[src/rtl/core/acos_pkg.sv]
`timescale 1ns / 1ps
`default_nettype none

package acos_pkg;

    localparam int COMP_W      = 32;
    localparam int SQUARE_W    = 64;
    localparam int ROOT_W      = 32;
    localparam int SQRT_STAGES = 32;
    localparam int DIV_STAGES  = 17;
    localparam int UNIT_W      = 18;
    localparam int COS_W       = 17;
    localparam int NUM_W       = 50;
    localparam int DEN_W       = 33;
    localparam int PROD_W      = 36;
    localparam int DOT_W       = 37;

    localparam logic [COS_W-1:0] ONE_Q16    = 17'd65536;
    localparam logic [DOT_W-1:0] ROUND_HALF = 37'd32768;

    typedef logic [COMP_W-1:0]        mag_t;
    typedef logic signed [UNIT_W-1:0] unit_t;
    typedef logic [COS_W-1:0]         cos_t;

    typedef struct packed {
        mag_t [5:0]  mag;
        logic [5:0]  neg;
    } side_t;

    typedef struct packed {
        cos_t        cosine;
        unit_t [2:0] u2;
        unit_t [2:0] u1;
    } result_t;

endpackage

`default_nettype wire

[src/rtl/core/acos_merge.sv]
`timescale 1ns / 1ps
`default_nettype none

module acos_merge (
    input  wire logic                   aclk,
    input  wire logic                   en,
    input  wire acos_pkg::unit_t [2:0]  u1_in,
    input  wire acos_pkg::unit_t [2:0]  u2_in,
    output acos_pkg::result_t           res_out
);

    localparam int PW = acos_pkg::PROD_W;
    localparam int DW = acos_pkg::DOT_W;

    logic signed [PW-1:0] prod_reg [0:2];
    acos_pkg::unit_t [2:0] u1_reg;
    acos_pkg::unit_t [2:0] u2_reg;
    acos_pkg::result_t     res_reg;

    logic signed [DW-1:0] dot;
    logic [DW-1:0]        dot_mag;
    logic [DW-1:0]        rounded;
    logic [20:0]          cos_wide;

    always_comb begin
        dot      = DW'(prod_reg[0]) + DW'(prod_reg[1]) + DW'(prod_reg[2]);
        dot_mag  = dot[DW-1] ? DW'(-dot) : DW'(dot);
        rounded  = dot_mag + acos_pkg::ROUND_HALF;
        cos_wide = rounded[36:16];
    end

    always_ff @(posedge aclk) begin
        if (en) begin
            for (int i = 0; i < 3; i++) begin
                prod_reg[i] <= $signed(u1_in[i]) * $signed(u2_in[i]);
            end
            u1_reg     <= u1_in;
            u2_reg     <= u2_in;
            res_reg.u1 <= u1_reg;
            res_reg.u2 <= u2_reg;
            if (cos_wide > 21'(acos_pkg::ONE_Q16)) begin
                res_reg.cosine <= acos_pkg::ONE_Q16;
            end else begin
                res_reg.cosine <= cos_wide[16:0];
            end
        end
    end

    assign res_out = res_reg;

endmodule

`default_nettype wire
[config.mk]
export PLATFORM = sky130hd
export DESIGN_NAME = acos_merge
export DESIGN_NICKNAME = d
export VERILOG_FILES = /design/src/rtl/core/acos_pkg.sv /design/src/rtl/core/acos_merge.sv
export SDC_FILE = /design/constraint.sdc
export NUM_CORES = 2
export LEC_CHECK = 0
export ABC_CLOCK_PERIOD_IN_PS = 7400
export BUFFER_PORTS_ARGS = -buffer_cell sky130_fd_sc_hd__buf_2
export CORE_ASPECT_RATIO = 0.7
export CORE_MARGIN = 2
export CORE_UTILIZATION = 40
export CTS_BUF_LIST = sky130_fd_sc_hd__clkbuf_2 sky130_fd_sc_hd__clkbuf_4 sky130_fd_sc_hd__clkbuf_8
export CTS_CLUSTER_DIAMETER = 120
export CTS_CLUSTER_SIZE = 20
export DETAILED_ROUTE_END_ITERATION = 6
export RECOVER_POWER = 100
export SLEW_MARGIN = 20
export SYNTH_ARGS = -nofsm -noshare
export SYNTH_HDL_FRONTEND = slang
export SYNTH_SLANG_ARGS = --single-unit
[constraint.sdc]
create_clock -name aclk -period 7.4 [get_ports aclk]
set_clock_uncertainty 0.1 [all_clocks]
set_input_delay 0.37 -clock aclk [delete_from_list [all_inputs] [get_ports aclk]]
set_output_delay 0.37 -clock aclk [all_outputs]
set_load 0.01 [all_outputs]
# Word-level counts from Yosys, hierarchy flattened
# Memories as Yosys holds them, arrays and structs flattened.
# Cells that the tools add are included.
dict set report word_totals {
  ff_bits 233
  ram_bits 108
  output_inout_bits 125
  elab_cells 25
  memories 1
}
# name depth width rd rd_clocked_by_memory_dff wr line_no
set mem_list {}
lappend mem_list {prod_reg 3 36 3 0 3 acos_merge.sv:15} ;# logic signed [PW-1:0] prod_reg [0:2];
dict set report op_classes {
  n_addsub 4
  n_mul 3
  magnitude_cmp 1
  mux 3
}
# operator n
set ops {}
lappend ops {{18-bit by 18-bit multiplier with 36-bit output} 3}
lappend ops {{36-bit by 36-bit adder with 37-bit output} 1}
lappend ops {{37-bit by 16-bit adder with 37-bit output, second input constant} 1}
lappend ops {{37-bit by 36-bit adder with 37-bit output} 1}
lappend ops {{37-bit 2-to-1 mux} 1}
lappend ops {{37-bit negator} 1}
lappend ops {{21-bit by 17-bit > comparator with 1-bit output, second input constant} 1}
lappend ops {{1-bit 2-to-1 mux} 2}

# Longest topological paths before layout
dict set report logic_depth {
  word_depth 6
  mapped_depth 29
}

# Least setup slack after synthesis
# No wires, ideal clock.
dict set report synth_timing {
  path_type {input-to-reg}
  start {input u1_in[46] in the netlist's numbering}
  end {memory prod_reg[0][107] in the netlist's numbering, data pin}
  t_arrival_ps 6629
  required_ps 7040
  path_slack_ps 412
  path_stages 25
  cell_sequence {clkbuf_1 > clkbuf_1 > nand2_1 > fa_1 > inv_1 > fa_1 > inv_1 > fa_1 > fa_1 > inv_1 > fa_1 > fa_1 > ha_1 > and2_1 > a22o_1 > a211oi_1 > o31ai_1 > a31o_2 > a41o_1 > nand4_1 > a31oi_1 > a2111oi_0 > o21bai_1 > a21oi_1 > xnor2_1}
}
# item line_no
set synth_lines {}
lappend synth_lines {{start: declaration} acos_merge.sv:7} ;# input wire acos_pkg::unit_t [2:0] u1_in,
lappend synth_lines {{end: declaration} acos_merge.sv:15}

==> results.ini <==
[die]
initial_core_util_pct=40.2
rows=108
placeableCoreArea_um2=124000
die_height_um=299
ios=235
die_area_um2=127000
fp.dieW_um=426

[synthesis]
synth_area_leaders=fa_1 (41%), edfxtp_1 (21%), ha_1 (7.9%), inv_1 (7.6%), nand2_1 (5.1%)
async_flop_share_pct=0
ys_ff_latch=341
avgSynthCellArea_um2=10.4
yosys_warnings=0
synth_area_leader_cell=fa_1
netlist_top_cells_count=fa_1 (1,024), inv_1 (1,003), nand2_1 (671), and2_1 (341), edfxtp_1 (341)
synth_cell_type_count=90
syn-cell-area_um2=49800
ys.flop_type=edfxtp_1
syn_nets=6215
synth_edf_count=341
synth_cells=4766
seq_area_frac_synth_pct=20.6
yosysMostFrequentCell=fa_1
netlist.area_leader.share_pct=41.2

[clock_network]
clk_path_buf_depth=3
worstSkewPairLatency_ns=0.74
cts-root-buf=clkbuf_8
path_clk_slew_ns=0.12
cts_made_buffers=23
cts_tree=built
cts.sinks=341
cts.htree.levels=1

[timing]
setup_tns_ns=0
rsz0062_at_grt=false
hold_viol_final=0
fmax_mhz=141
slew_headroom_pct=-244
maxSlewViolCount=346
worst_pin_slew_ns=5.16
period_minus_slack_ns=7.07
finalCritPeriodShare_pct=95.5
whs_ns=0.236
final-setup-viol-count=0

[placement]
gp_congestion=0.873
io_buffers=234
dp_hpwl_mm=101

[detailed_routing]
dr.first_iter.drc_count=2161
vias_per_cell=4.97
drc_errors=0
finalWirelength_mm=121
ant_nets=0
drt-pass1-iter-count=6
vias=33100
wl_per_cell_um=18.2

[critical_path]
cp-end-kind=flop
arrival_ns=7.43
path_class=input port to flop
worst_setup_path_start_kind=input port
cp_slowest_stage_delay_ns=0.56
worstPathRequired_ns=7.76
critPathMostFrequentCell=fa_1
slowest_stage=fa_1
crit_family=adder cells
crit_fanout=12
cp_num_buf_inv=5

[global_routing]
track_usage_pct=19.8
grt_max_degree=136
antenna_found_initial=4
grt_pass1_wl_mm=198
grt-ovfl-total=0
grt_pass1_vias=35400

[run_status]
failed_checks=capacitance limit, slew limit
status=finished, violations left

[layout]
n_fill_cell=12000
drive_above_1_share_pct=4.42
final_nets=6442
syn2layout_area_growth_pct=8.10
largest_register_ffs=125

[run]
drv_cap=3

[worst_hold_path]
worstHoldPathType=input port to flop

[what timing repair did]
| action | 4_1_cts | 5_1_grt |
|---|---|---|
| buffers inserted | 0 | 0 |
| hold endpoints to repair | 78 | 0 |
| hold buffers | 76 | 0 |
| endpoints found under the setup margin | 0 | 3 |
| resized for setup | 0 | 3 |
[metrics by stage]
stage	area, um2	utilization (%)	std cells	setup WS, ns
5_1_grt	53800	43.5	6653	0.00352
6_report	53800	43.5	6657	0.330
4_1_cts	54100	43.7	6652	0.384
2_1_floorplan	49800	-	4766	0.412
3_5_place_dp	53000	42.8	6542	0.0721
3_3_place_gp	53000	42.8	6542	0.210
[worst paths after layout]
path | slack [ns] | endpoint | depth (start not counted) | from
max | 0.33 | prod_reg[0][107]$_DFFE_PP_ | 25 | u2_in[42]
min | 0.24 | u2_reg[39]$_DFFE_PP_ | 2 | u2_in[39]
max reg2reg | 0.46 | res_out[109]$_SDFFCE_PN0P_ | 19 | prod_reg[0][73]$_DFFE_PP_
min reg2reg | 0.31 | res_out[40]$_DFFE_PP_ | 0 | u1_reg[40]$_DFFE_PP_
[cells in the final DEF (no fill, tap or decap), drive strengths merged, types with 50 or more instances in the layout]
cell type and count:
a21o 50, a21oi 110, and2 343, buf 133
clkbuf 215, dlygate4sd3 76, edfxtp 341, fa 1024
ha 315, inv 1006, nand2 673, nand2b 63
nor2 88, o21ai 64, xnor2 119
[per-layer routing]
metal	routed length (um)	share of wire, %	vias up	track usage (%)
li1	-	-	15000	-
met1	57900	48	17100	30.1
met2	53300	44	847	30.2
met3	7560	6.2	101	3.38
met4	2390	2.0	2	3.48
met5	7	0.0058	-	0
[worst register-to-register path: cells and delay by family, from the launching register on]
kind,cells,cell delay (ns)
buffers and inverters,2,0.41
adder cells (fa/ha/maj),3,1.22
multiplexers,1,0.26
AO/OA/AOI/OAI,5,1.51
AND/OR/NAND/NOR,6,2.31
flip-flops,1,0.55
XOR/XNOR,2,0.44
[cell type report]
cell class	count	area, um2	share of cell area (%)
Clock buffer	25	332	0.616
Inverter	1003	3760	7.00
Antenna cell	5	12.5	0.0232
Sequential cell	341	10200	19.0
Clock inverter	9	80.1	0.149
Timing Repair Buffer	399	2310	4.29
Tap cell	1650	2060	3.84
Multi-Input combinational cell	3225	35000	65.1
[cells by family (layout without fill, tap and decap cells)]
family          after synthesis  after routing  synth area share, %
compound gates              367            367                 5.00
xor+xnor                    151            151                 2.67
fa+ha+maj                  1339           1339                 49.1
buf+inv                    1200           1436                 9.08
flops                       341            341                 20.6
mux                           8              8                0.181
other cells                   0              5                    0
simple gates               1360           1360                 13.4
Power is left out: the tool's default activity adds up to more than one toggle a clock period on the data nets, which glitch-free logic cannot reach.
