### src/rtl/core/acos_pkg.sv
`timescale 1ns / 1ps
`default_nettype none

package acos_pkg;

    localparam int COMP_W      = 32;
    localparam int SQUARE_W    = 64;
    localparam int ROOT_W      = 32;
    localparam int SQRT_STAGES = 32;
    localparam int DIV_STAGES  = 17;
    localparam int UNIT_W      = 18;
    localparam int COS_W       = 17;
    localparam int NUM_W       = 50;
    localparam int DEN_W       = 33;
    localparam int PROD_W      = 36;
    localparam int DOT_W       = 37;

    localparam logic [COS_W-1:0] ONE_Q16    = 17'd65536;
    localparam logic [DOT_W-1:0] ROUND_HALF = 37'd32768;

    typedef logic [COMP_W-1:0]        mag_t;
    typedef logic signed [UNIT_W-1:0] unit_t;
    typedef logic [COS_W-1:0]         cos_t;

    typedef struct packed {
        mag_t [5:0]  mag;
        logic [5:0]  neg;
    } side_t;

    typedef struct packed {
        cos_t        cosine;
        unit_t [2:0] u2;
        unit_t [2:0] u1;
    } result_t;

endpackage

`default_nettype wire

### src/rtl/core/acos_sqrt.sv
`timescale 1ns / 1ps
`default_nettype none

module acos_sqrt (
    input  wire logic                          aclk,
    input  wire logic                          en,
    input  wire logic [acos_pkg::SQUARE_W-1:0] s_in,
    output logic      [acos_pkg::ROOT_W-1:0]   root_out
);

    localparam int SQ = acos_pkg::SQRT_STAGES;

    logic [33:0] rem_reg  [0:SQ-2];
    logic [33:0] rem_next [0:SQ-2];
    logic [63:0] sv_reg   [0:SQ-2];
    logic [63:0] sv_next  [0:SQ-2];
    logic [31:0] root_reg  [0:SQ-1];
    logic [31:0] root_next [0:SQ-1];

    // one root bit per stage, two radicand bits shifted in each time
    always_comb begin
        logic [33:0] rp;
        logic [31:0] qp;
        logic [63:0] sp;
        logic [35:0] rem_sh;
        logic [35:0] trial;
        for (int k = 0; k < SQ; k++) begin
            if (k == 0) begin
                rp = '0;
                qp = '0;
                sp = s_in;
            end else begin
                rp = rem_reg[k-1];
                qp = root_reg[k-1];
                sp = sv_reg[k-1];
            end
            rem_sh = {rp, sp[63:62]};
            trial  = {2'b00, qp, 2'b01};
            if (rem_sh >= trial) begin
                root_next[k] = {qp[30:0], 1'b1};
                if (k < SQ - 1) begin
                    rem_next[k] = 34'(rem_sh - trial);
                end
            end else begin
                root_next[k] = {qp[30:0], 1'b0};
                if (k < SQ - 1) begin
                    rem_next[k] = rem_sh[33:0];
                end
            end
            if (k < SQ - 1) begin
                sv_next[k] = {sp[61:0], 2'b00};
            end
        end
    end

    always_ff @(posedge aclk) begin
        if (en) begin
            for (int k = 0; k < SQ; k++) begin
                root_reg[k] <= root_next[k];
            end
            for (int k = 0; k < SQ - 1; k++) begin
                rem_reg[k] <= rem_next[k];
                sv_reg[k]  <= sv_next[k];
            end
        end
    end

    assign root_out = root_reg[SQ-1];

endmodule

`default_nettype wire

### config.mk
export PLATFORM = sky130hd
export DESIGN_NAME = acos_sqrt
export DESIGN_NICKNAME = d
export VERILOG_FILES = /design/src/rtl/core/acos_pkg.sv /design/src/rtl/core/acos_sqrt.sv
export SDC_FILE = /design/constraint.sdc
export NUM_CORES = 2
export LEC_CHECK = 0
export BUFFER_PORTS_ARGS = -buffer_cell sky130_fd_sc_hd__buf_2
export CORE_MARGIN = 1
export CORE_UTILIZATION = 39
export DETAILED_ROUTE_END_ITERATION = 10
export GPL_TIMING_DRIVEN = 0
export PLACE_DENSITY = 0.59
export SLEW_MARGIN = 20
export SYNTH_ARGS = -nofsm -noshare
export SYNTH_HDL_FRONTEND = slang
export SYNTH_SLANG_ARGS = --single-unit
### constraint.sdc
create_clock -name aclk -period 3.58 [get_ports aclk]
set_input_delay 0.358 -clock aclk [delete_from_list [all_inputs] [get_ports aclk]]
set_output_delay 0.358 -clock aclk [all_outputs]
set_load 0.02 [all_outputs]
**After elaboration in Yosys (flattened, before gate mapping)**

Memory sizes are Yosys's and may differ from the RTL's.
Index checks and enable logic that the tools add are counted.

- Memory bits (writable): 4000
- Memories kept: 3
- Flip-flop bits (word level): 0
- Input port bits: 66

- $lt $le $gt $ge: 32
- Add/sub/neg operators: 31
- Muxes and demuxes: 65

Memories:

| name | words | bits a word | rd ports | clocked after memory_dff | wr ports | line | source |
|---|---|---|---|---|---|---|---|
| sv_reg | 31 | 62 | 31 | 0 | 31 | acos_sqrt.sv:15 | `logic [63:0] sv_reg [0:SQ-2];` |
| rem_reg | 31 | 34 | 31 | 0 | 31 | acos_sqrt.sv:13 | `logic [33:0] rem_reg [0:SQ-2];` |
| root_reg | 32 | 32 | 32 | 0 | 32 | acos_sqrt.sv:17 | `logic [31:0] root_reg [0:SQ-1];` |

Operator list:

| operator | number |
|---|---|
| 36-bit by 34-bit >= comparator with 1-bit output | 31 |
| 34-bit 2-to-1 mux | 31 |
| 34-bit subtractor | 30 |
| 1-bit 2-to-1 mux | 34 |
| 2-bit by 1-bit subtractor with 3-bit output, second input constant | 1 |
| 2-bit by 1-bit >= comparator with 1-bit output, second input constant | 1 |

**Depth between registers and ports, before layout**

An unclocked memory read counts as a cell.

- Depth in word-level cells: 3
- Gate-level depth with buffers: 15
- Depth with buffers taken out: 12

**Least setup slack after synthesis**

Ideal clock, no wire load.

- Path kind: register to register
- Start: mem rem_reg[20][2] (netlist: rem_reg[1][138])
- End: mem rem_reg[21][33] (netlist: rem_reg[1][203]) (data pin)
- Slack: 225 ps
- Path buffers: 0
- Data required time: 3307 ps
- Arrival time: 3082 ps
- Stages on the path, launching flop included: 11
- Setup time: 273 ps
- Period minus slack after synthesis: 3355 ps
- Cell sequence: edfxtp_1 ha_1 a21oi_1 nor3b_1 a211oi_1 nor4_1 nor2_1 a2111o_1 a311o_1 nor4b_1 xor2_1

RTL lines:

| element | line |
|---|---|
| start: declaration | acos_sqrt.sv:13 |

==> impl_metrics.tcl <==
set metrics [dict create \
    area_growth_pct 14.83 \
    core_sq_um 300000 \
    r2r_slack_ns 0.02 \
    largest_reg_flops 1003 \
    async_reset_ff_share_pct 0 \
    ys_ff_latch 2523 \
    critical_path.max_fanout 5 \
    report.final.slew_viol_count 0 \
    antenna_found_initial 1 \
    grt_pass1_wl_microns 396500 \
    p_comb_share_pct 21.0 \
    fmax_mhz 280.6 \
    die_x_microns 551.5 \
    synth.avg_cell_area_sq_um 12.84 \
    syn_area_sq_um 117700 \
    final_common_cell "edfxtp_1" \
    drive_gt1_share_pct 9.495 \
    std_cell_rows 201 \
    drt_iter0_drc 5053 \
    cts.htree.levels 5 \
    path_class "flip-flop to flip-flop" \
    final_nets 10310 \
    die_area_sq_um 304100 \
    regArea_sq_um 75760 \
    worstHoldPathType "primary input to flip-flop" \
    irDropWorstVdd_uv 474.9 \
    tightest_slew_ns 0.9789 \
    cts_tree "built" \
    cts_sinks 2523 \
    numCtsBuffers 289 \
    gp_congestion 0.8703 \
    final_cell_mix "2,523 x edfxtp_1, 706 x inv_1, 645 x nand2_1, 598 x nor2_1, 590 x a21oi_1" \
    cp_slowest_cell "or4_4" \
    pwr-share-seq_pct 45.9 \
    critPathMaxStageDelay_ns 0.56 \
    cp-start-kind "flip-flop" \
    ioPinCount 98 \
    synthFlopType "edfxtp_1" \
    clkPwrFrac_pct 33.1 \
    ant_nets 0 \
    wirelength_microns 256000 \
    totalPowerFinal_mw 86.96 \
    fill_cells 26960 \
    fin_crit_sh_pct 99.55 \
    cp_data_arrival_time_ns 4.16 \
    cp.buffers_inverters 1 \
    cts_root_buf "clkbuf_16" \
    cp_top_family "simple AND/OR/NAND/NOR gates" \
    syn_inst 9172 \
    grt_pass1_vias 71340 \
    track_usage_pct 16.43 \
    p_sw_share_pct 28.87 \
    wire_per_inst_microns 18.46 \
    crit_required_ns 4.17 \
    critPathCaptureType "flip-flop" \
    clk_latency_ns 0.87 \
    power.leakage_nw 51.18 \
    rsz0062_at_grt "yes" \
    cts_buffer_depth 4 \
    hpwl_microns 181900 \
    syn_nets 9800 \
    vias 72190 \
    crit_chain "or4_4 -> or3_4 -> or4_4 -> or3_4 -> or2_4 -> or3_4 -> o21ai_4 -> buf_6 -> nor3_1 -> xor2_1" \
    synth_edf_count 2523 \
    overflow 0 \
    start_util_pct 39.24 \
    yosys_warnings 0 \
    drv_cap 0 \
    drc 0 \
    finalSetupTns_ns 0 \
    yosysSeqAreaShare_pct 64.34 \
    finClkSkew_ns 0.03986 \
    drt_first_pass_iters 6 \
    die_h_microns 551.5 \
    port-buffer-count 97 \
    power.switching_mw 25.11 \
    cp_common_cell "or3_4" \
    finalSetupViolCount 0 \
    ys_types 93 \
    finalCriticalPeriod_ns 3.564 \
    cellInternalPower_mw 61.86 \
    p_per_area_nw_per_um2 643.2 \
    clkTransAtPathRegs_ns 0.06 \
    viasPerCell 5.204 \
    grt_max_degree 153 \
    multi_input_area_sq_um 39550 \
    outcome "completed" \
    hold_viol 0 \
    maxSlewHeadroom_pct 34.24 \
]
[metrics by stage]
stage / hold WS [ns] / utilization (%) / cells / setup WS (ns) / cell area [sq um]
2_1_floorplan: 0.4003 / - / 9172 / 0.2254 / 117700
3_3_place_gp: 0.4000 / 41.06 / 13230 / -37.76 / 123200
3_5_place_dp: 0.4045 / 41.23 / 13250 / -1.790 / 123700
4_1_cts: 0.02045 / 44.77 / 13840 / -0.0008420 / 134300
5_1_grt: 0.05544 / 45.06 / 13870 / -0.05721 / 135200
6_report: 0.07826 / 45.07 / 13870 / 0.01602 / 135200
[final cells by class]
class | count | share of cell area (%)
tap | 3958 | 3.663
clock buffer | 338 | 5.563
timing repair buffer | 236 | 1.639
inverter | 711 | 1.978
sequential | 2523 | 56.03
clock inverter | 178 | 1.289
buffer | 159 | 0.5765
antenna | 3 | 0.005552
multi-input combinational | 5765 | 29.25
[synth_stat cells, drive strengths merged, types with 14 or more instances]
library cell	instances	share of area [%]
nand3b	18	0.11
nor4b	16	0.12
o31ai	58	0.37
nor2b	77	0.41
a2111oi	14	0.10
nor4	133	0.71
a21boi	18	0.11
nor3	240	1.0
nand4	110	0.59
or4	59	0.38
xnor2	395	2.9
nand2	647	2.1
or3	99	0.53
clkbuf	149	0.47
or2	45	0.24
o21a	81	0.52
o21ai	478	2.0
o41ai	22	0.16
nor3b	19	0.13
xor2	460	3.4
nand2b	98	0.52
a21o	234	1.5
and4	22	0.16
buf	25	0.11
a211oi	49	0.32
inv	709	2.3
a21oi	598	2.5
and2	40	0.21
a311oi	14	0.10
ha	562	6.0
nand3	143	0.61
edfxtp	2523	64
o31a	14	0.10
a31oi	38	0.20
nor2	604	1.9
o21bai	51	0.33
o2111ai	14	0.10
and3	47	0.25
o211ai	33	0.21
mux2	55	0.53
[timing repair]
item	4_1_cts	5_1_grt
hold endpoints to repair	142	0
hold buffers	66	0
setup endpoints to repair	829	579
pin swaps	10	27
setup buffers	9	40
gates resized for setup	143	185
cloned	6	1
[layer usage]
layer	global-route usage (%)	vias up	part of all wire [%]
li1	-	35050	-
met1	21.04	35280	43
met2	28.76	1422	50
met3	2.325	440	4.1
met4	4.891	0	2.7
met5	0	-	0
[worst register-to-register path, stage by stage (launching register included)]
cell and delay (ns):
edfxtp_1 0.40, or4_4 0.56, or3_4 0.34, or4_4 0.44
or3_4 0.35, or2_4 0.25, or3_4 0.44, o21ai_4 0.13
buf_6 0.19, nor3_1 0.06, xor2_1 0.16
[path summary, 6_finish.rpt]
| path | startpoint | endpoint | depth (start not counted) |
|---|---|---|---|
| worst min-delay path | en | sv_reg[0][95] | 2 |
| worst min register to register | sv_reg[0][709] | sv_reg[0][773] | 0 |
| worst max register to register | rem_reg[0][225] | rem_reg[0][267] | 10 |
| worst max-delay path | rem_reg[0][225] | rem_reg[0][267] | 10 |
[power groups by stage]
stage	Combinational, mW	Sequential [mW]	Clock [mW]
2_1_floorplan	12.9	39.4	0
3_3_place_gp	16.0	42.0	0
3_5_place_dp	17.6	40.6	0
4_1_cts	18.0	40.0	29.9
5_1_grt	20.3	40.3	30.9
6_report	18.2	39.9	28.8
[logic make-up (layout without fill, tap and decap cells)]
group	after synthesis	in the layout	synth area share, %
and+or+nand+nor	2447	2448	10.24
AOI/OAI and AO/OA	1831	1831	9.591
adders and majority gates	562	562	5.972
DFF	2523	2523	64.34
xor gates and xnor gates	855	855	6.360
buffers and inverters	885	1622	2.849
other	1	4	0.003185
muxes	68	68	0.6365
Power figures use the tool's default switching activity.
