`src/rtl/core/acos_pkg.sv`:
```
`timescale 1ns / 1ps
`default_nettype none

package acos_pkg;

    localparam int COMP_W      = 32;
    localparam int SQUARE_W    = 64;
    localparam int ROOT_W      = 32;
    localparam int SQRT_STAGES = 32;
    localparam int DIV_STAGES  = 17;
    localparam int UNIT_W      = 18;
    localparam int COS_W       = 17;
    localparam int NUM_W       = 50;
    localparam int DEN_W       = 33;
    localparam int PROD_W      = 36;
    localparam int DOT_W       = 37;

    localparam logic [COS_W-1:0] ONE_Q16    = 17'd65536;
    localparam logic [DOT_W-1:0] ROUND_HALF = 37'd32768;

    typedef logic [COMP_W-1:0]        mag_t;
    typedef logic signed [UNIT_W-1:0] unit_t;
    typedef logic [COS_W-1:0]         cos_t;

    typedef struct packed {
        mag_t [5:0]  mag;
        logic [5:0]  neg;
    } side_t;

    typedef struct packed {
        cos_t        cosine;
        unit_t [2:0] u2;
        unit_t [2:0] u1;
    } result_t;

endpackage

`default_nettype wire

```
`src/rtl/core/acos_lane.sv`:
```
`timescale 1ns / 1ps
`default_nettype none

module acos_lane (
    input  wire logic                        aclk,
    input  wire logic                        en,
    input  wire acos_pkg::mag_t              mag_in,
    input  wire logic                        neg_in,
    input  wire logic [acos_pkg::ROOT_W-1:0] norm_in,
    output acos_pkg::unit_t                  unit_out
);

    localparam int DS = acos_pkg::DIV_STAGES;
    localparam int NW = acos_pkg::NUM_W;
    localparam int DW = acos_pkg::DEN_W;

    logic [NW-1:0] num0_reg;
    logic [DW-1:0] den0_reg;
    logic          neg0_reg;
    logic          zero0_reg;

    logic [NW-1:0] rem_reg  [0:DS-2];
    logic [NW-1:0] rem_next [0:DS-2];
    logic [DW-1:0] den_reg  [0:DS-2];
    logic [16:0]   q_reg    [0:DS-1];
    logic [16:0]   q_next   [0:DS-1];
    logic          neg_reg  [0:DS-1];
    logic          zero_reg [0:DS-1];

    acos_pkg::unit_t unit_reg;

    // quotient of (mag * 2^17 + n) / (2n), one bit per stage, msb first
    always_comb begin
        logic [NW-1:0] rp;
        logic [DW-1:0] dp;
        logic [16:0]   qp;
        logic [NW-1:0] dsh;
        for (int j = 0; j < DS; j++) begin
            if (j == 0) begin
                rp = num0_reg;
                dp = den0_reg;
                qp = '0;
            end else begin
                rp = rem_reg[j-1];
                dp = den_reg[j-1];
                qp = q_reg[j-1];
            end
            dsh = NW'(dp) << (DS - 1 - j);
            if (rp >= dsh) begin
                q_next[j] = {qp[15:0], 1'b1};
                if (j < DS - 1) begin
                    rem_next[j] = rp - dsh;
                end
            end else begin
                q_next[j] = {qp[15:0], 1'b0};
                if (j < DS - 1) begin
                    rem_next[j] = rp;
                end
            end
        end
    end

    always_ff @(posedge aclk) begin
        if (en) begin
            num0_reg  <= {1'b0, mag_in, 17'd0} + NW'(norm_in);
            den0_reg  <= {norm_in, 1'b0};
            neg0_reg  <= neg_in;
            zero0_reg <= (norm_in == '0);
            neg_reg[0]  <= neg0_reg;
            zero_reg[0] <= zero0_reg;
            den_reg[0]  <= den0_reg;
            for (int j = 0; j < DS; j++) begin
                q_reg[j] <= q_next[j];
            end
            for (int j = 1; j < DS; j++) begin
                neg_reg[j]  <= neg_reg[j-1];
                zero_reg[j] <= zero_reg[j-1];
            end
            for (int j = 0; j < DS - 1; j++) begin
                rem_reg[j] <= rem_next[j];
            end
            for (int j = 1; j < DS - 1; j++) begin
                den_reg[j] <= den_reg[j-1];
            end
            if (zero_reg[DS-1]) begin
                unit_reg <= '0;
            end else if (neg_reg[DS-1]) begin
                unit_reg <= -$signed({1'b0, q_reg[DS-1]});
            end else begin
                unit_reg <= $signed({1'b0, q_reg[DS-1]});
            end
        end
    end

    assign unit_out = unit_reg;

endmodule

`default_nettype wire

```
`config.mk`:
```
export PLATFORM = sky130hd
export DESIGN_NAME = acos_lane
export DESIGN_NICKNAME = d
export VERILOG_FILES = /design/src/rtl/core/acos_pkg.sv /design/src/rtl/core/acos_lane.sv
export SDC_FILE = /design/constraint.sdc
export NUM_CORES = 2
export LEC_CHECK = 0
export BUFFER_PORTS_ARGS = -buffer_cell sky130_fd_sc_hd__clkbuf_2
export CAP_MARGIN = 40
export CORE_ASPECT_RATIO = 1.1
export CORE_MARGIN = 2
export CORE_UTILIZATION = 40
export DETAILED_ROUTE_END_ITERATION = 8
export PLACE_DENSITY = 0.57
export SYNTH_ARGS = -nofsm -noshare
export SYNTH_HDL_FRONTEND = slang
export SYNTH_SLANG_ARGS = --single-unit
```
`constraint.sdc`:
```
create_clock -name aclk -period 4.75 [get_ports aclk]
set_input_delay 0.475 -clock aclk [delete_from_list [all_inputs] [get_ports aclk]]
set_output_delay 0.475 -clock aclk [all_outputs]
set_load 0.05 [all_outputs]
```
* Yosys cells after proc, flatten, opt, wreduce, memory -nomap -nowiden
Memories as Yosys holds them, arrays and structs flattened.
Cells that the tools add are included.
W data, S select, Z words.
** Word-level totals
- Output and inout bits :: 18
- Bits in registers :: 102
- Bits in writable memories :: 1651
- Input bits :: 67
- Bits in read-only memories :: 0
- Logic and storage cells :: 85
- Memories :: 5
- Latch bits :: 0
** Memories
- rem_reg :: words 16, bits a word 50, read ports 16, clocked after memory_dff 0, wr ports 16, RTL line acos_lane.sv:22 : logic [NW-1:0] rem_reg [0:DS-2];
- den_reg :: words 16, bits a word 33, read ports 16, clocked after memory_dff 0, wr ports 16, RTL line acos_lane.sv:24 : logic [DW-1:0] den_reg [0:DS-2];
- q_reg :: words 17, bits a word 17, read ports 17, clocked after memory_dff 0, wr ports 17, RTL line acos_lane.sv:25 : logic [16:0] q_reg [0:DS-1];
- neg_reg :: words 17, bits a word 1, read ports 17, clocked after memory_dff 0, wr ports 17, RTL line acos_lane.sv:27 : logic neg_reg [0:DS-1];
- zero_reg :: words 17, bits a word 1, read ports 17, clocked after memory_dff 0, wr ports 17, RTL line acos_lane.sv:28 : logic zero_reg [0:DS-1];
** Operators by class
- $lt $le $gt $ge :: 17
- Reduce and logical (&&, ||, !) cells :: 2
- $add $sub $neg :: 18
- Shifts and indexed selects :: 0
- Bitwise gates (word level) :: 1
- Multipliers :: 0
- Mux-type cells :: 36
- Eq/ne operators :: 0
- Divide/modulo/power cells :: 0
** Operators with widths (count)
- $mux W50 :: 16
- $add A49 B32 Y50 :: 1
- $ge A50 B33 Y1 :: 1
- $ge A50 B34 Y1 :: 1
- $ge A50 B35 Y1 :: 1
- $ge A50 B36 Y1 :: 1
- $ge A50 B37 Y1 :: 1
- $ge A50 B38 Y1 :: 1
- $ge A50 B39 Y1 :: 1
- $ge A50 B40 Y1 :: 1
- $ge A50 B41 Y1 :: 1
- $ge A50 B42 Y1 :: 1
- $ge A50 B43 Y1 :: 1
- $ge A50 B44 Y1 :: 1
- $ge A50 B45 Y1 :: 1
- $ge A50 B46 Y1 :: 1
- $ge A50 B47 Y1 :: 1
- $ge A50 B48 Y1 :: 1
- $ge A50 B49 Y1 :: 1
- $sub A50 B34 Y50 :: 1
- $sub A50 B35 Y50 :: 1
- $sub A50 B36 Y50 :: 1
- $sub A50 B37 Y50 :: 1
- $sub A50 B38 Y50 :: 1
- other kinds (17) :: 35

* Depth between registers and ports, before layout
An unclocked memory read counts as a cell.
- Word-level depth :: 3
- Mapped depth :: 16

* Least setup slack after synthesis
No wires, ideal clock.
- Path type :: reg-to-reg
- Start point :: memory rem_reg[0][16] in the netlist's numbering
- End point :: memory rem_reg[0][73] in the netlist's numbering, data pin
- Path buffers :: 1
- Arrival time :: 3.514 ns
- Stages on the path, launching flop included :: 14
- Setup slack :: 0.976 ns
- Clock period less this slack :: 3.774 ns
- Cell sequence :: edfxtp_1 -> inv_1 -> ha_1 -> inv_1 -> fa_1 -> a21o_1 -> a221oi_1 -> o21ai_1 -> a221o_1 -> a2111o_1 -> a21o_1 -> a31oi_2 -> buf_2 -> mux2_2
** RTL lines (RTL line)
- start, declared :: acos_lane.sv:22

==> results by group <==
Status
  – Status: complete, no violations

Floorplan
  – DIE AREA: 0.209 mm^2
  – Initial core utilization: slightly above 40%
  – DIE HEIGHT: ~480 um
  – Floorplan Core Area: 0.204 mm^2
  – Die width: 436 um
  – Site row count: 174
  – Num ports: 85

Job
  – Max Cap Violations: 0

GRT
  – First-pass GRT wire length: 339000 um
  – Vias in the first global route: about 59000
  – GRT Total Usage: 20.8%
  – GR Overflow Total: 0
  – Largest net degree at the start of global routing: 114
  – Initial antenna violation count: 2

STA
  – Max Clock Freq: 226 MHz
  – Final setup viols: 0
  – RSZ-0062 raised after global routing: false
  – Final slew viol count: 0
  – Minimum clock period: 4.42 ns
  – Period utilization: 93.0%
  – Worst slew pin tran: 0.861 ns
  – Worst slew margin: 42.2%
  – Setup Skew: 0.0490 ns
  – Final setup margin: 0.331 ns
  – Final Hold Fails: 0
  – Hold_ws: 0.0770 ns
  – Setup tns final: 0 ns

Clock network
  – CTS tree: built
  – Clock buffer depth: 3
  – H-tree levels: 4
  – Clock root buffer: clkbuf_16
  – Clk slew on worst S/H paths: 0.06 ns
  – Clk_lat worst skew: 0.83 ns
  – CTS sink cnt: 1432
  – Post-cts sizing count: 0
  – TritonCTS buffer count: 162

Drt
  – Vias/cell: 5.44
  – Remaining DRCs: 0
  – DRT Pass-1 Iters: 6
  – Iteration-0 DRC Markers: ~3200
  – Wire per inst: 20.7 um
  – Antenna viol nets, final: 0
  – Vias post-DR: 58400
  – Drt total wl: 222000 um

Synthesis
  – Synth Area per Inst: 10.7 um^2
  – Syn_nets: 8304
  – Number of synthesized flops with an enable pin: 1432
  – Async SR Flop Fraction: 0%
  – Seq cells post-synth: 1432
  – Seq/Total Area, Yosys: 52.3%
  – Synth warn: 0
  – Post-Syn Area: 0.0823 mm^2
  – Cells after Synth: 7661
  – Distinct cells, synth: a little over 90
  – Dominant register cell in the synthesized netlist: edfxtp_1

Critical path
  – CP required: 5.33 ns
  – Crit path launch: rem_reg[0][57]
  – Crit path launch type: flip-flop
  – Worst setup EP type: flip-flop
  – Critical Path Fanout Max: 44
  – Reg-to-Reg End: rem_reg[0][125]
  – Critical R2R Launch: rem_reg[0][57]
  – Reg2reg path depth: 13
  – Critical path class: reg2reg
  – Reg2Reg Setup Slack: 0.33 ns
  – Crit path DAT: 5.00 ns

Finish
  – Layout cells sized above 1: 7.10%
  – Filler cell count in the final layout: 18900
  – Commonest cells after routing, fill and taps aside: edfxtp_1, inv_1, a21oi_1
  – Max reg flops: 800
  – Non-Filler Instances: 10700
  – Nets: between 8000 and 9000
  – P&R area growth vs syn: 12.4%
  – Commonest non-fill, non-tap cell in the layout: edfxtp_1
  – Fin util: 45.2%

Min path
  – Min-Delay Path Depth: 2
  – HP Class: in2reg
  – Endpoint, Worst Hold: num0_reg[18]
  – Min-delay src: mag_in[1]

Power
  – Pwr dens: 616 mW/mm^2
  – LEAKAGE: 36.5 nW
  – Worst vdd ir: about 0.33 mV

Placed design
  – Hpwl dp: about 170000 um
  – # port buffers: 84
  – GP Congestion: 0.991
  – Post-Place Cells: 10400
  – Pre-CTS WS: 0.368 ns
-- synth_stat cells, drive strengths merged, types with 17 or more instances --
cell	count	area [um^2]
a21o	310	2330
a21boi	23	176
or2	22	138
nor3	131	656
nand4	135	845
a221oi	17	155
mux2	69	777
xor2	304	2660
nand2	643	2410
nor2	510	1910
o21a	60	450
ha	559	6990
nor4	78	488
o31ai	50	375
o21ai	548	2750
nor2b	69	434
o21bai	71	533
and4	26	228
nor4b	25	219
or4	28	214
buf	31	140
nand2b	65	407
o211ai	36	275
nand3	115	576
clkbuf	183	688
and2	21	131
nor3b	17	128
a31oi	61	388
inv	672	2520
xnor2	315	2760
a211oi	47	358
and3	55	344
or3	46	293
edfxtp	1432	43000
a21oi	663	3330
fa	17	340
-- worst max-delay path by stage --
stage,end,slack [ns],depth (start not counted)
6_report,rem_reg[0][125],0.33,13
5_1_grt,rem_reg[1][393],0.05,15
4_1_cts,rem_reg[0][73],0.35,13
3_5_place_dp,rem_reg[0][73],0.37,13
3_3_place_gp,rem_reg[0][73],0.35,13
2_1_floorplan,rem_reg[0][73],0.98,13
-- report_power, final --
part | switching [mW] | internal (mW) | total [mW]
Combinational | 13.9 | 9.72 | 23.6
Clock | 5.29 | 7.21 | 12.5
Sequential | 2.50 | 18.3 | 20.8
-- cells by family after synthesis --
group                      count (synthesis)  share of synthesized area (%)
AOI/OAI and AO/OA                       2055                           15.4
and+or+nand+nor                         2014                           11.7
DFF                                     1432                           52.3
buffers and inverters                    887                           4.08
xor gates and xnor gates                 619                           6.59
adders and majority gates                576                           8.91
muxes                                     78                           1.05
-- stage by stage --
step / area (um^2) / total power [mW]
2_1_floorplan: 82300 / 37.0
3_3_place_gp: 86600 / 44.3
3_5_place_dp: 86700 / 44.5
4_1_cts: 92500 / 57.3
5_1_grt: 92500 / 60.6
6_report: 92500 / 56.9
-- area by class of cell --
| class | instances | area, um^2 | share of cell area, % |
|---|---|---|---|
| flip-flops and latches | 1432 | 43000 | 46.5 |
| multi-input cells | 5342 | 36100 | 39.0 |
| clock buffers | 191 | 4160 | 4.50 |
| well taps | 2728 | 3410 | 3.69 |
| inverters | 673 | 2530 | 2.73 |
| repair buffers | 259 | 2170 | 2.35 |
| clock inverters | 103 | 1150 | 1.24 |
| diodes | 1 | 2.50 | 0.00271 |
-- repair_timing --
action,4_1_cts,5_1_grt
buffers inserted,0,0
hold buffers,52,0
hold endpoints to repair,52,0
-- metal layers --
layer	vias to the layer above	track usage (%)	wire length [um]
li1	28500	-	-
met1	28000	21.0	80500
met2	1282	40.1	119000
met3	565	2.60	7000
met4	0	13.3	15300
met5	-	0	0
-- critical path: stages (launching register included) --
cell	delay (ns)
edfxtp_1	0.42
inv_1	0.07
ha_1	0.36
nand3_1	0.13
nor2_1	0.56
o21ai_0	0.29
buf_4	0.22
a21o_1	0.19
a311oi_1	0.29
buf_4	0.22
a221oi_2	0.11
o21ba_2	0.24
inv_2	0.61
mux2_2	0.41
Power figures use the tool's default switching activity.
